**config.mk**
```make
export PLATFORM = sky130hd
export DESIGN_NAME = inflection_point_detector_top
export DESIGN_NICKNAME = d
export VERILOG_FILES = /design/src/hdl/ipd_pkg.sv /design/src/hdl/inflection_point_detector_top.sv /design/src/hdl/ipd_front.sv /design/src/hdl/ipd_queue.sv /design/src/hdl/ipd_back.sv
export SDC_FILE = /design/constraint.sdc
export NUM_CORES = 1
export LEC_CHECK = 0
export BUFFER_PORTS_ARGS = -buffer_cell sky130_fd_sc_hd__clkbuf_2
export CORE_MARGIN = 2
export CORE_UTILIZATION = 31
export DETAILED_ROUTE_END_ITERATION = 10
export GPL_TIMING_DRIVEN = 0
export HOLD_SLACK_MARGIN = 0.02
export SLEW_MARGIN = 20
export SYNTH_ARGS = -nofsm -noshare
export SYNTH_HDL_FRONTEND = slang
export SYNTH_SLANG_ARGS = --single-unit
```
**constraint.sdc**
```tcl
create_clock -name aclk -period 28.3 [get_ports aclk]
set_input_delay 1.415 -clock aclk [delete_from_list [all_inputs] [get_ports aclk]]
set_output_delay 1.415 -clock aclk [all_outputs]
set_load 0.05 [all_outputs]
```
**src/hdl/ipd_pkg.sv**
```systemverilog
// ----------------------------------------------------------------------------
// ipd_pkg: shared types and constants of the inflection point detector
// Point and result payload types, the command that travels through the
// queue from the front end to the back end, the queue status and the
// sign codes of slopes and slope differences.
// ----------------------------------------------------------------------------
package ipd_pkg;

    localparam int COORD_WIDTH = 32;
    localparam int INDEX_WIDTH = 16;
    localparam int QUEUE_DEPTH = 2;
    localparam int QUEUE_CNT_W = $clog2(QUEUE_DEPTH + 1);

    typedef enum logic [1:0] {
        SIGN_ZERO = 2'd0,
        SIGN_POS  = 2'd1,
        SIGN_NEG  = 2'd2,
        SIGN_BAD  = 2'd3
    } sign_t;

    typedef struct packed {
        logic signed [COORD_WIDTH-1:0] point_x;
        logic signed [COORD_WIDTH-1:0] point_y;
        logic                          series_start;
    } ipd_in_t;

    typedef struct packed {
        logic signed [COORD_WIDTH-1:0] found_x;
        logic signed [COORD_WIDTH-1:0] found_y;
        logic [INDEX_WIDTH-1:0]        found_index;
    } ipd_out_t;

    typedef struct packed {
        logic signed [COORD_WIDTH-1:0] point_x;
        logic signed [COORD_WIDTH-1:0] point_y;
        logic                          first;
        logic signed [COORD_WIDTH:0]   delta_x;
        logic signed [COORD_WIDTH:0]   delta_y;
    } ipd_cmd_t;

    typedef struct packed {
        logic                   full;
        logic                   empty;
        logic [QUEUE_CNT_W-1:0] level;
    } ipd_qstat_t;

endpackage

```
**src/hdl/inflection_point_detector_top.sv**
```systemverilog
// ----------------------------------------------------------------------------
// inflection_point_detector_top: inflection point detector
// Finds points where the second difference of a Q16.16 point series
// changes sign between slopes of one nonzero sign, and reports them.
//
// Channel   Direction  Ports                      Payload
// s_        in         s_valid, s_ready, s_data   ipd_in_t: point_x, point_y, series_start
// m_        out        m_valid, m_ready, m_data   ipd_out_t: found_x, found_y, found_index
//
// A point that starts a series is taken in the idle state and not divided.
// A point with zero dx goes from idle straight to the evaluation step; any
// other point passes through the restoring divider, which produces one
// quotient bit per cycle, then through the slope step and the evaluation step.
// A two-entry queue lets the front end accept points while the back end
// divides. Reset is synchronous and empties queue, history and output.
// While a result waits in the output register, the back end holds in its
// final step and the queue fills.
// ----------------------------------------------------------------------------
module inflection_point_detector_top import ipd_pkg::*; #(
    parameter int FRAC_BITS   = 16,
    parameter int SLOPE_WIDTH = 48
) (
    input  logic     aclk,
    input  logic     aresetn,
    input  logic     s_valid,
    output logic     s_ready,
    input  ipd_in_t  s_data,
    output logic     m_valid,
    input  logic     m_ready,
    output ipd_out_t m_data
);

    ipd_qstat_t q_stat;
    ipd_cmd_t   q_cmd;
    ipd_cmd_t   q_head;
    logic       q_push;
    logic       q_pop;

    ipd_front u_front (
        .aclk    (aclk),
        .aresetn (aresetn),
        .s_valid (s_valid),
        .s_ready (s_ready),
        .s_data  (s_data),
        .q_stat  (q_stat),
        .push    (q_push),
        .cmd     (q_cmd)
    );

    ipd_queue u_queue (
        .aclk    (aclk),
        .aresetn (aresetn),
        .push    (q_push),
        .cmd     (q_cmd),
        .pop     (q_pop),
        .head    (q_head),
        .q_stat  (q_stat)
    );

    ipd_back #(
        .FRAC_BITS   (FRAC_BITS),
        .SLOPE_WIDTH (SLOPE_WIDTH)
    ) u_back (
        .aclk    (aclk),
        .aresetn (aresetn),
        .q_stat  (q_stat),
        .head    (q_head),
        .pop     (q_pop),
        .m_valid (m_valid),
        .m_ready (m_ready),
        .m_data  (m_data)
    );

    a_pop_nonempty: assert property (
        @(posedge aclk) disable iff (!aresetn)
        q_pop |-> !q_stat.empty
    ) else $error("Back end popped an empty queue.");

    a_level_bound: assert property (
        @(posedge aclk) disable iff (!aresetn)
        q_stat.level <= QUEUE_CNT_W'(QUEUE_DEPTH)
    ) else $error("Queue level exceeds its depth.");

    a_reset_clear: assert property (
        @(posedge aclk)
        !aresetn |=> (!m_valid && s_ready && q_stat.empty)
    ) else $error("Reset did not clear the output and the queue.");

endmodule

```
**src/hdl/ipd_front.sv**
```systemverilog
// ----------------------------------------------------------------------------
// ipd_front: input stage of the inflection point detector
// Accepts points, keeps the previous point and forms the coordinate
// differences, and marks the first point of each series.
// ----------------------------------------------------------------------------
module ipd_front import ipd_pkg::*; (
    input  logic       aclk,
    input  logic       aresetn,
    input  logic       s_valid,
    output logic       s_ready,
    input  ipd_in_t    s_data,
    input  ipd_qstat_t q_stat,
    output logic       push,
    output ipd_cmd_t   cmd
);

    logic                   have_reg;
    logic [COORD_WIDTH-1:0] prev_x_reg;
    logic [COORD_WIDTH-1:0] prev_y_reg;

    assign s_ready = !q_stat.full;
    assign push    = s_valid && s_ready;

    assign cmd.point_x = s_data.point_x;
    assign cmd.point_y = s_data.point_y;
    assign cmd.first   = s_data.series_start || !have_reg;
    assign cmd.delta_x = {s_data.point_x[COORD_WIDTH-1], s_data.point_x}
                       - {prev_x_reg[COORD_WIDTH-1], prev_x_reg};
    assign cmd.delta_y = {s_data.point_y[COORD_WIDTH-1], s_data.point_y}
                       - {prev_y_reg[COORD_WIDTH-1], prev_y_reg};

    always_ff @(posedge aclk) begin
        if (!aresetn) begin
            have_reg <= 1'b0;
        end else if (push) begin
            have_reg <= 1'b1;
        end
    end

    always_ff @(posedge aclk) begin
        if (push) begin
            prev_x_reg <= s_data.point_x;
            prev_y_reg <= s_data.point_y;
        end
    end

endmodule

```
**src/hdl/ipd_queue.sv**
```systemverilog
// ----------------------------------------------------------------------------
// ipd_queue: command queue between front end and back end
// A small first-in first-out buffer with show-ahead read.
// ----------------------------------------------------------------------------
module ipd_queue import ipd_pkg::*; (
    input  logic       aclk,
    input  logic       aresetn,
    input  logic       push,
    input  ipd_cmd_t   cmd,
    input  logic       pop,
    output ipd_cmd_t   head,
    output ipd_qstat_t q_stat
);

    localparam int PTR_W = (QUEUE_DEPTH > 1) ? $clog2(QUEUE_DEPTH) : 1;

    ipd_cmd_t               mem_reg [QUEUE_DEPTH];
    logic [PTR_W-1:0]       wr_ptr_reg;
    logic [PTR_W-1:0]       rd_ptr_reg;
    logic [QUEUE_CNT_W-1:0] level_reg;
    logic [QUEUE_CNT_W-1:0] level_next;
    logic                   do_push;
    logic                   do_pop;

    assign q_stat.full  = (level_reg == QUEUE_CNT_W'(QUEUE_DEPTH));
    assign q_stat.empty = (level_reg == '0);
    assign q_stat.level = level_reg;
    assign head         = mem_reg[rd_ptr_reg];

    assign do_push = push && !q_stat.full;
    assign do_pop  = pop && !q_stat.empty;

    always_comb begin
        level_next = level_reg;
        if (do_push && !do_pop) begin
            level_next = level_reg + 1'b1;
        end else if (do_pop && !do_push) begin
            level_next = level_reg - 1'b1;
        end
    end

    always_ff @(posedge aclk) begin
        if (!aresetn) begin
            wr_ptr_reg <= '0;
            rd_ptr_reg <= '0;
            level_reg  <= '0;
        end else begin
            level_reg <= level_next;
            if (do_push) begin
                wr_ptr_reg <= (wr_ptr_reg == PTR_W'(QUEUE_DEPTH - 1)) ? '0
                                                                      : wr_ptr_reg + 1'b1;
            end
            if (do_pop) begin
                rd_ptr_reg <= (rd_ptr_reg == PTR_W'(QUEUE_DEPTH - 1)) ? '0
                                                                      : rd_ptr_reg + 1'b1;
            end
        end
    end

    always_ff @(posedge aclk) begin
        if (do_push) begin
            mem_reg[wr_ptr_reg] <= cmd;
        end
    end

endmodule

```
**src/hdl/ipd_back.sv**
```systemverilog
// ----------------------------------------------------------------------------
// ipd_back: slope divider and inflection test of the detector
// Divides dy by dx one quotient bit per cycle, saturates the slope, tracks
// the sign of the second difference and loads the result register.
// ----------------------------------------------------------------------------
module ipd_back import ipd_pkg::*; #(
    parameter int FRAC_BITS   = 16,
    parameter int SLOPE_WIDTH = 48
) (
    input  logic       aclk,
    input  logic       aresetn,
    input  ipd_qstat_t q_stat,
    input  ipd_cmd_t   head,
    output logic       pop,
    output logic       m_valid,
    input  logic       m_ready,
    output ipd_out_t   m_data
);

    localparam int NUM_W  = COORD_WIDTH + FRAC_BITS;
    localparam int STEP_W = $clog2(NUM_W);
    localparam int CMP_W  = ((NUM_W > SLOPE_WIDTH) ? NUM_W : SLOPE_WIDTH) + 1;

    typedef enum logic [3:0] {
        ST_IDLE  = 4'b0001,
        ST_DIV   = 4'b0010,
        ST_SLOPE = 4'b0100,
        ST_EVAL  = 4'b1000
    } state_t;

    state_t state_reg;
    state_t state_next;

    logic [COORD_WIDTH-1:0]        cur_x_reg;
    logic [COORD_WIDTH-1:0]        cur_y_reg;
    logic [COORD_WIDTH-1:0]        older_x_reg;
    logic [COORD_WIDTH-1:0]        older_y_reg;
    logic [COORD_WIDTH-1:0]        newer_x_reg;
    logic [COORD_WIDTH-1:0]        newer_y_reg;
    logic                          neg_reg;
    logic [COORD_WIDTH-1:0]        adx_reg;
    logic [COORD_WIDTH-1:0]        rem_reg;
    logic [NUM_W-1:0]              num_reg;
    logic [STEP_W-1:0]             step_reg;
    logic signed [SLOPE_WIDTH-1:0] f_reg;
    logic                          finf_reg;
    logic signed [SLOPE_WIDTH-1:0] older_slope_reg;
    logic signed [SLOPE_WIDTH-1:0] newer_slope_reg;
    logic                          older_inf_reg;
    logic                          newer_inf_reg;
    sign_t                         curv_reg;
    logic [1:0]                    seen_reg;
    logic [INDEX_WIDTH-1:0]        index_reg;
    logic                          m_valid_reg;
    ipd_out_t                      m_data_reg;

    logic                   dx_neg;
    logic                   dy_neg;
    logic                   dx_zero;
    logic [COORD_WIDTH:0]   adx_full;
    logic [COORD_WIDTH:0]   ady_full;
    logic [COORD_WIDTH:0]   trial;
    logic [COORD_WIDTH+1:0] diff;
    logic                   fits;
    logic [CMP_W-1:0]       q_ext;
    logic [CMP_W-1:0]       lim_ext;
    logic                   sat;
    logic [SLOPE_WIDTH-1:0] mag;
    logic [SLOPE_WIDTH-1:0] slope_val;
    sign_t                  curv_new;
    sign_t                  sign_old;
    sign_t                  sign_new;
    logic                   flip;
    logic                   detect;
    logic                   out_free;
    logic                   do_first;
    logic                   do_load;
    logic                   do_eval;

    assign dx_neg   = head.delta_x[COORD_WIDTH];
    assign dy_neg   = head.delta_y[COORD_WIDTH];
    assign dx_zero  = (head.delta_x == '0);
    assign adx_full = dx_neg ? (~head.delta_x + 1'b1) : head.delta_x;
    assign ady_full = dy_neg ? (~head.delta_y + 1'b1) : head.delta_y;

    assign trial = {rem_reg, num_reg[NUM_W-1]};
    assign diff  = {1'b0, trial} - {2'b00, adx_reg};
    assign fits  = !diff[COORD_WIDTH+1];

    assign q_ext   = CMP_W'(num_reg);
    assign lim_ext = neg_reg ? (CMP_W'(1) << (SLOPE_WIDTH - 1))
                             : ((CMP_W'(1) << (SLOPE_WIDTH - 1)) - CMP_W'(1));
    assign sat       = (q_ext > lim_ext);
    assign mag       = sat ? lim_ext[SLOPE_WIDTH-1:0] : q_ext[SLOPE_WIDTH-1:0];
    assign slope_val = neg_reg ? (~mag + 1'b1) : mag;

    always_comb begin
        if (finf_reg && newer_inf_reg) begin
            curv_new = SIGN_BAD;
        end else if (finf_reg) begin
            curv_new = SIGN_POS;
        end else if (newer_inf_reg) begin
            curv_new = SIGN_NEG;
        end else if (f_reg > newer_slope_reg) begin
            curv_new = SIGN_POS;
        end else if (f_reg < newer_slope_reg) begin
            curv_new = SIGN_NEG;
        end else begin
            curv_new = SIGN_ZERO;
        end

        if (older_inf_reg || (!older_slope_reg[SLOPE_WIDTH-1] && older_slope_reg != '0)) begin
            sign_old = SIGN_POS;
        end else if (older_slope_reg[SLOPE_WIDTH-1]) begin
            sign_old = SIGN_NEG;
        end else begin
            sign_old = SIGN_ZERO;
        end

        if (newer_inf_reg || (!newer_slope_reg[SLOPE_WIDTH-1] && newer_slope_reg != '0)) begin
            sign_new = SIGN_POS;
        end else if (newer_slope_reg[SLOPE_WIDTH-1]) begin
            sign_new = SIGN_NEG;
        end else begin
            sign_new = SIGN_ZERO;
        end
    end

    assign flip = ((curv_reg == SIGN_POS) && (curv_new == SIGN_NEG))
               || ((curv_reg == SIGN_NEG) && (curv_new == SIGN_POS));
    assign detect = (seen_reg == 2'd3) && flip && (sign_old != SIGN_ZERO)
                 && (sign_old == sign_new);

    assign out_free = !m_valid_reg || m_ready;
    assign pop      = (state_reg == ST_IDLE) && !q_stat.empty;
    assign do_first = pop && head.first;
    assign do_load  = pop && !head.first;
    assign do_eval  = (state_reg == ST_EVAL) && out_free;

    always_comb begin
        state_next = state_reg;
        unique case (state_reg)
            ST_IDLE: begin
                if (do_load) begin
                    state_next = dx_zero ? ST_EVAL : ST_DIV;
                end
            end
            ST_DIV: begin
                if (step_reg == '0) begin
                    state_next = ST_SLOPE;
                end
            end
            ST_SLOPE: begin
                state_next = ST_EVAL;
            end
            ST_EVAL: begin
                if (out_free) begin
                    state_next = ST_IDLE;
                end
            end
            default: begin
                state_next = ST_IDLE;
            end
        endcase
    end

    always_ff @(posedge aclk) begin
        if (!aresetn) begin
            state_reg   <= ST_IDLE;
            m_valid_reg <= 1'b0;
            seen_reg    <= 2'd0;
            curv_reg    <= SIGN_ZERO;
            index_reg   <= '0;
        end else begin
            state_reg <= state_next;
            if (do_eval && detect) begin
                m_valid_reg <= 1'b1;
            end else if (m_ready) begin
                m_valid_reg <= 1'b0;
            end
            if (do_first) begin
                seen_reg  <= 2'd1;
                curv_reg  <= SIGN_ZERO;
                index_reg <= '0;
            end else if (do_eval) begin
                if (seen_reg == 2'd1) begin
                    seen_reg <= 2'd2;
                end else begin
                    seen_reg <= 2'd3;
                    curv_reg <= curv_new;
                    if (index_reg != '1) begin
                        index_reg <= index_reg + 1'b1;
                    end
                end
            end
        end
    end

    always_ff @(posedge aclk) begin
        if (do_first) begin
            newer_x_reg <= head.point_x;
            newer_y_reg <= head.point_y;
        end
        if (do_load) begin
            cur_x_reg <= head.point_x;
            cur_y_reg <= head.point_y;
            neg_reg   <= dx_neg ^ dy_neg;
            adx_reg   <= adx_full[COORD_WIDTH-1:0];
            rem_reg   <= '0;
            num_reg   <= NUM_W'(ady_full[COORD_WIDTH-1:0]) << FRAC_BITS;
            step_reg  <= STEP_W'(NUM_W - 1);
            f_reg     <= '0;
            finf_reg  <= dx_zero;
        end
        if (state_reg == ST_DIV) begin
            rem_reg  <= fits ? diff[COORD_WIDTH-1:0] : trial[COORD_WIDTH-1:0];
            num_reg  <= {num_reg[NUM_W-2:0], fits};
            step_reg <= step_reg - 1'b1;
        end
        if (state_reg == ST_SLOPE) begin
            f_reg <= slope_val;
        end
        if (do_eval) begin
            if (seen_reg != 2'd1) begin
                older_slope_reg <= newer_slope_reg;
                older_inf_reg   <= newer_inf_reg;
            end
            newer_slope_reg <= f_reg;
            newer_inf_reg   <= finf_reg;
            older_x_reg     <= newer_x_reg;
            older_y_reg     <= newer_y_reg;
            newer_x_reg     <= cur_x_reg;
            newer_y_reg     <= cur_y_reg;
            if (detect) begin
                m_data_reg.found_x     <= older_x_reg;
                m_data_reg.found_y     <= older_y_reg;
                m_data_reg.found_index <= index_reg;
            end
        end
    end

    assign m_valid = m_valid_reg;
    assign m_data  = m_data_reg;

endmodule

```
==> metrics.txt, run 1 <==
EDFF count, synth 864; largest net degree at the start of global routing 68; RSZ-0062 raised after global routing false; Initial Util 31.3%; CTS tree yes; Peak Freq 0.135 GHz; share of layout cells above drive strength 1 16.5%; leading cell types in the layout, fill and taps excluded edfxtp_1, ha_1, nor2_1, inv_1, a21oi_1; max reg flops 262; die area 138000 um^2; drt wl/cell 17.8 um; Setup Crit Path Kind reg2reg; post-route setup TNS 0 ns; # IOs 151; max cap viols 0; yosys warns 0; Worst Tran Pin Value 1.09 ns; clock skew 0.0317 ns; WHS 0.412 ns; post-cts sizing count 0; via count 25300; Seq cells post-synth 895; Critical Path Start Type flop; Root Driver clkbuf_16; Pwr Density 88.3 nW/um^2; CP Capture Type flop; drt pass-1 iters 7; Reg clk slew, reported paths 0.06 ns; Die Ht 371 um; CTS buffer count 92; global-route wire length before repair 144000 um; Clock Path Buffers 3; number of global-route vias before repair 25000; Layout Utilization 36.2%; hpwl dp 67000 um; most common cell after layout, fill and taps aside edfxtp_1; DRT Wirelength 92700 um; total setup buffers inserted after CTS 0; Mapped Area 41800 um^2; core area 134000 um^2; fin. max-slew vios 0; Post-CTS Hold Buffers 0; Final min period 7.41 ns; GRT overflow 0; total power 0.00428 W; setup violators final 0; drt drc 0; nets 3640; Port Buf Inserts 150; HP Class reg2reg; FP Rows 134; number of H-tree levels 3; gr usage total 13.3%; Vias/cell 4.86; outcome finished, final reports clean; Hold Vio Cnt, Final 0; Distinct cells, synth 98; ANT nets after route 0; register area share after synthesis 63.5%; Rel. slew slack 27.0%; Die X 371 um; crit path DAT 7.83 ns; CP max FO 14; post-synth net total 3373; Avg Cell Area, Syn 13.5 um^2; Post-Synthesis Cells 3102; GPL Wtd Cong 0.880; Final period util 26.2%; Primary FF master, synth edfxtp_1; drt first-iter violations 1708; Pleak 17.6 nW; Crit path required time 28.72 ns; P&R area growth vs syn 15.7%; post-synthesis async set-or-reset flop share 0%; clk_lat worst skew 0.70 ns; peak supply drop 0.0536 mV; initial antenna violation count 2; clock sinks 895
==> per-layer routing <==
metal | part of all wire, % | global-route usage, % | up-vias | wire, um
met5 | 0.014 | 0 | - | 13
met4 | 2.2 | 3.79 | 2 | 2040
met3 | 4.9 | 2.48 | 125 | 4590
met2 | 46 | 21.4 | 568 | 42800
met1 | 47 | 18.2 | 12400 | 43300
li1 | - | - | 12200 | -
==> path summary, 6_finish.rpt <==
kind | startpoint | end | slack, ns | cells after the start
worst max-delay path | u_back.neg_reg | u_back.f_reg[44] | 20.89 | 22
worst min-delay path | u_back.newer_y_reg[2] | u_back.older_y_reg[2] | 0.41 | 0
worst max register to register | u_back.neg_reg | u_back.f_reg[44] | 20.89 | 22
worst min register to register | u_back.newer_y_reg[2] | u_back.older_y_reg[2] | 0.41 | 0
==> critical path, cell delays in order (launching register included) <==
cell      delay, ns
edfxtp_1       0.70
clkbuf_1       0.50
inv_1          0.14
clkbuf_1       0.29
clkbuf_1       0.41
ha_1           0.43
nand3_1        0.10
nor4_1         0.53
and3_1         0.35
o311ai_0       0.28
nand3_1        0.42
nand2_1        0.23
buf_6          0.20
clkbuf_1       0.26
a21oi_1        0.23
ha_1           0.19
buf_6          0.15
nand4_4        0.15
or4_2          0.67
nor2_1         0.13
nand3_1        0.10
and3_1         0.20
a221oi_1       0.45
==> kinds of logic after synthesis <==
group / after synthesis / synth area share, %
flip-flops: 895 / 63.5
multiplexers: 250 / 6.45
AO/OA/AOI/OAI: 591 / 8.94
buffers and inverters: 282 / 2.81
AND/OR/NAND/NOR: 721 / 8.84
adder cells (fa/ha/maj): 202 / 6.09
XOR/XNOR: 161 / 3.37
==> power by group <==
group	internal [W]	total (W)	switching [W]
logic	0.000458	0.00116	0.000700
clock network	0.000700	0.00122	0.000520
registers	0.00179	0.00190	0.000113
total	0.00294	0.00428	0.00133
==> cell type report <==
cell class | count | area (um^2)
buffer | 87 | 447
multi-input combinational | 1925 | 14100
tap | 1768 | 2210
inverter | 195 | 744
fill | 12800 | 85200
clock buffer | 107 | 2380
timing repair buffer | 173 | 1260
clock inverter | 61 | 674
sequential | 895 | 26600
antenna | 1 | 2.50
==> synth_stat cells, types with 5 or more instances <==
cell | n | area (um^2)
edfxtp_1 | 864 | 25900
ha_1 | 199 | 2490
nor2_1 | 197 | 739
inv_1 | 195 | 732
a21oi_1 | 170 | 851
nand2_1 | 168 | 631
mux2_2 | 154 | 1730
o21ai_0 | 131 | 656
mux2i_1 | 95 | 951
xnor2_1 | 89 | 780
xor2_1 | 72 | 631
a21o_1 | 66 | 495
nor3_1 | 66 | 330
clkbuf_1 | 46 | 173
nand3_1 | 40 | 200
nor4_1 | 36 | 225
nand4_1 | 33 | 206
dfxtp_1 | 31 | 621
nor2b_1 | 27 | 169
a31oi_1 | 25 | 156
o21a_1 | 25 | 188
a211oi_1 | 22 | 165
and3_1 | 22 | 138
buf_2 | 21 | 105
o21ai_1 | 21 | 105
and2_1 | 19 | 119
nand2b_1 | 19 | 119
o211ai_1 | 16 | 120
or3_1 | 15 | 93.8
nor3b_1 | 14 | 105
o31ai_1 | 12 | 90.1
or2_2 | 11 | 68.8
a21boi_0 | 10 | 75.1
a211o_1 | 9 | 78.8
a31o_2 | 8 | 70.1
and4_1 | 7 | 61.3
o21bai_1 | 7 | 52.6
buf_6 | 6 | 67.6
o221ai_1 | 6 | 52.6
a221oi_1 | 5 | 43.8
a311oi_1 | 5 | 43.8
buf_4 | 5 | 37.5
o2111ai_1 | 5 | 43.8
o311a_1 | 5 | 50.1
==> stage by stage <==
stage,cells,setup WS [ns],area [um^2]
finish,5212,20.89,48400
global route,5211,20.45,48400
CTS,5211,20.94,48400
detailed placement,5043,20.97,45400
global placement,5020,12.93,44800
floorplan,3102,18.16,41800
Power figures use the tool's default switching activity.
==> inputs of run 2 (changes only) <==
Clock period 28.3 ns to 7.3 ns, I/O delays scaled along.
==> metrics.txt, run 2 (synthesis results as in run 1) <==
outcome finished, final reports clean; fin cells 5282 (+1.3%); placed cell areas 45400 um^2 (unchanged); final instance area 49200 um^2 (+1.5%); initial antenna violation count 1 (-1); CP max FO 22 (+8); HP Class in2reg; Worst Tran Pin Value 0.966 ns (-0.127 ns); die area 138000 um^2 (unchanged); switching share of power 31.3% (+0.16 points); CTS tree yes; worst r2r src u_back.neg_reg; placed insts 5043 (unchanged); GPL Wtd Cong 0.871 (-1.0%); clock sinks 895 (unchanged); Setup Crit Path Kind reg2reg; share of layout cells above drive strength 1 16.4% (-0.12 points); Pwr Density 339 nW/um^2 (+280%); setup violators final 0 (unchanged); fin. max-slew vios 0 (unchanged); Port Buf Inserts 150 (unchanged); via count 25600 (+1.0%); number of global-route vias before repair 25400 (+1.3%); drt pass-1 iters 5 (-2); P_sw 0.00521 W (+290%); Worst Min Path Start s_data[0]; combinational power share 27.2% (about the same); Die Ht 371 um (unchanged); RSZ-0062 raised after global routing false; number of H-tree levels 3 (unchanged); crit path DAT 7.27 ns (-0.56 ns); P_int 0.0114 W (+290%); Hold Vio Cnt, Final 0 (unchanged); CP Capture Type flop; peak supply drop 0.239 mV (+350%); DRT Wirelength 92700 um (about the same); Vias/cell 4.84 (-0.32%); Critical Path Start Type flop; Initial Util 31.3% (unchanged); drt wl/cell 17.6 um (-1.3%); Peak Freq 0.147 GHz (+9.2%); drt drc 0 (unchanged); GRT overflow 0 (unchanged); Root Driver clkbuf_16; Pleak 17.8 nW (+1.1%); P&R area growth vs syn 17.5%; most common cell after layout, fill and taps aside edfxtp_1; max reg flops 262 (unchanged); Reg clk slew, reported paths 0.07 ns (about the same); # IOs 151 (unchanged); CTS buffer count 90 (-2.2%); Final period util 93.0% (+67 points); global-route wire length before repair 145000 um (+0.84%); drt first-iter violations 1511 (-12%); gr usage total 13.3% (+0.028 points); FP Rows 134 (unchanged); CP startpoint u_back.neg_reg; clock skew 0.0657 ns (+0.0340 ns); leading cell types in the layout, fill and taps excluded edfxtp_1, ha_1, nor2_1, inv_1, a21oi_1; clk_lat worst skew 0.73 ns (+0.03 ns); Die X 371 um (unchanged); Crit path required time 7.78 ns (-20.94 ns); Final min period 6.79 ns (-0.622 ns); sequential share of power 44.2% (-0.2 points); ANT nets after route 0 (unchanged); largest net degree at the start of global routing 64 (-5.9%); max cap viols 0 (unchanged); nets 3705 (+1.8%); Rel. slew slack 33.7% (+6.8 points); core area 134000 um^2 (unchanged); Clock power frac 28.6% (about the same); hpwl dp 67100 um (about the same); Clock Path Buffers 3 (unchanged)
run 2: changes by cell type in the layout (fill, tap and decap cells not counted), moves of 4 or more:
cell	change
clkinvlp_4	+4
clkinv_2	-5
clkinv_4	+4
buf_4	+4
clkinv_16	+4
dlygate4sd3_1	+64
run 2: what timing repair did:
item,CTS,global route
endpoints found under the hold margin,192,0
buffers inserted,1,3
pin swaps,0,1
setup endpoints to repair,5,5
gates resized for setup,1,0
hold buffers,64,0
run 2: per-stage QoR:
stage	hold slack (ns)	utilization, %	TNS (ns)	setup WS, ns	power (W)
2_1_floorplan	0.400	-	0	0.361	0.0106
3_3_place_gp	0.402	33.5	-583.41	-3.43	0.0119
4_1_cts	0.0646	36.8	0	0.126	0.0168
3_5_place_dp	0.405	34.0	-0.536	-0.302	0.0120
5_1_grt	0.0836	36.8	0	0.225	0.0176
6_report	0.124	36.8	0	0.511	0.0166
run 2: final cells by class:
type	count	area, um^2
fill	12700	84500
sequential	895	26600
multi-input combinational	1925	14100
clock buffer	106	2350
tap	1768	2210
timing repair buffer	241	1930
clock inverter	63	767
inverter	195	744
buffer	86	444
antenna	3	7.51
run 2: routing by layer:
| metal | track usage [%] | vias to the layer above | share of wire, % |
|---|---|---|---|
| li1 | - | 12400 | - |
| met4 | 3.13 | 2 | 1.9 |
| met5 | 0 | - | 0.014 |
| met2 | 21.7 | 559 | 47 |
| met3 | 2.37 | 131 | 4.3 |
| met1 | 18.4 | 12500 | 47 |
run 2: worst max-delay path: stages, from the launching register on:
cell      delay, ns
edfxtp_1       0.44
buf_8          0.20
inv_1          0.09
clkbuf_1       0.48
clkbuf_2       0.40
ha_1           0.20
nand3_1        0.10
nor4_1         0.52
and3_1         0.33
o311ai_0       0.26
nand3_1        0.45
nand2_1        0.26
buf_6          0.22
clkbuf_1       0.25
a21oi_1        0.22
ha_1           0.20
buf_6          0.15
nand4_4        0.15
nor4_4         0.34
nand2_2        0.10
or2_1          0.26
or3_1          0.36
a31o_1         0.25
a221oi_2       0.32
run 2: worst paths after layout:
check	end	slack, ns	cells after the start
setup / recovery	u_back.f_reg[38]	0.51	23
hold / removal	u_queue.mem_reg[0][66]	0.12	2
setup reg to reg	u_back.f_reg[38]	0.51	23
hold reg to reg	u_back.m_data[77]	0.39	0
run 2: power groups by stage:
stage                     logic, W  registers (W)  clock network [W]
after floorplan            0.00326        0.00736                  0
after global placement     0.00427        0.00759                  0
after detailed placement   0.00449        0.00747                  0
after CTS                  0.00455        0.00736            0.00489
after global routing       0.00505        0.00745            0.00508
final                      0.00453        0.00736            0.00476
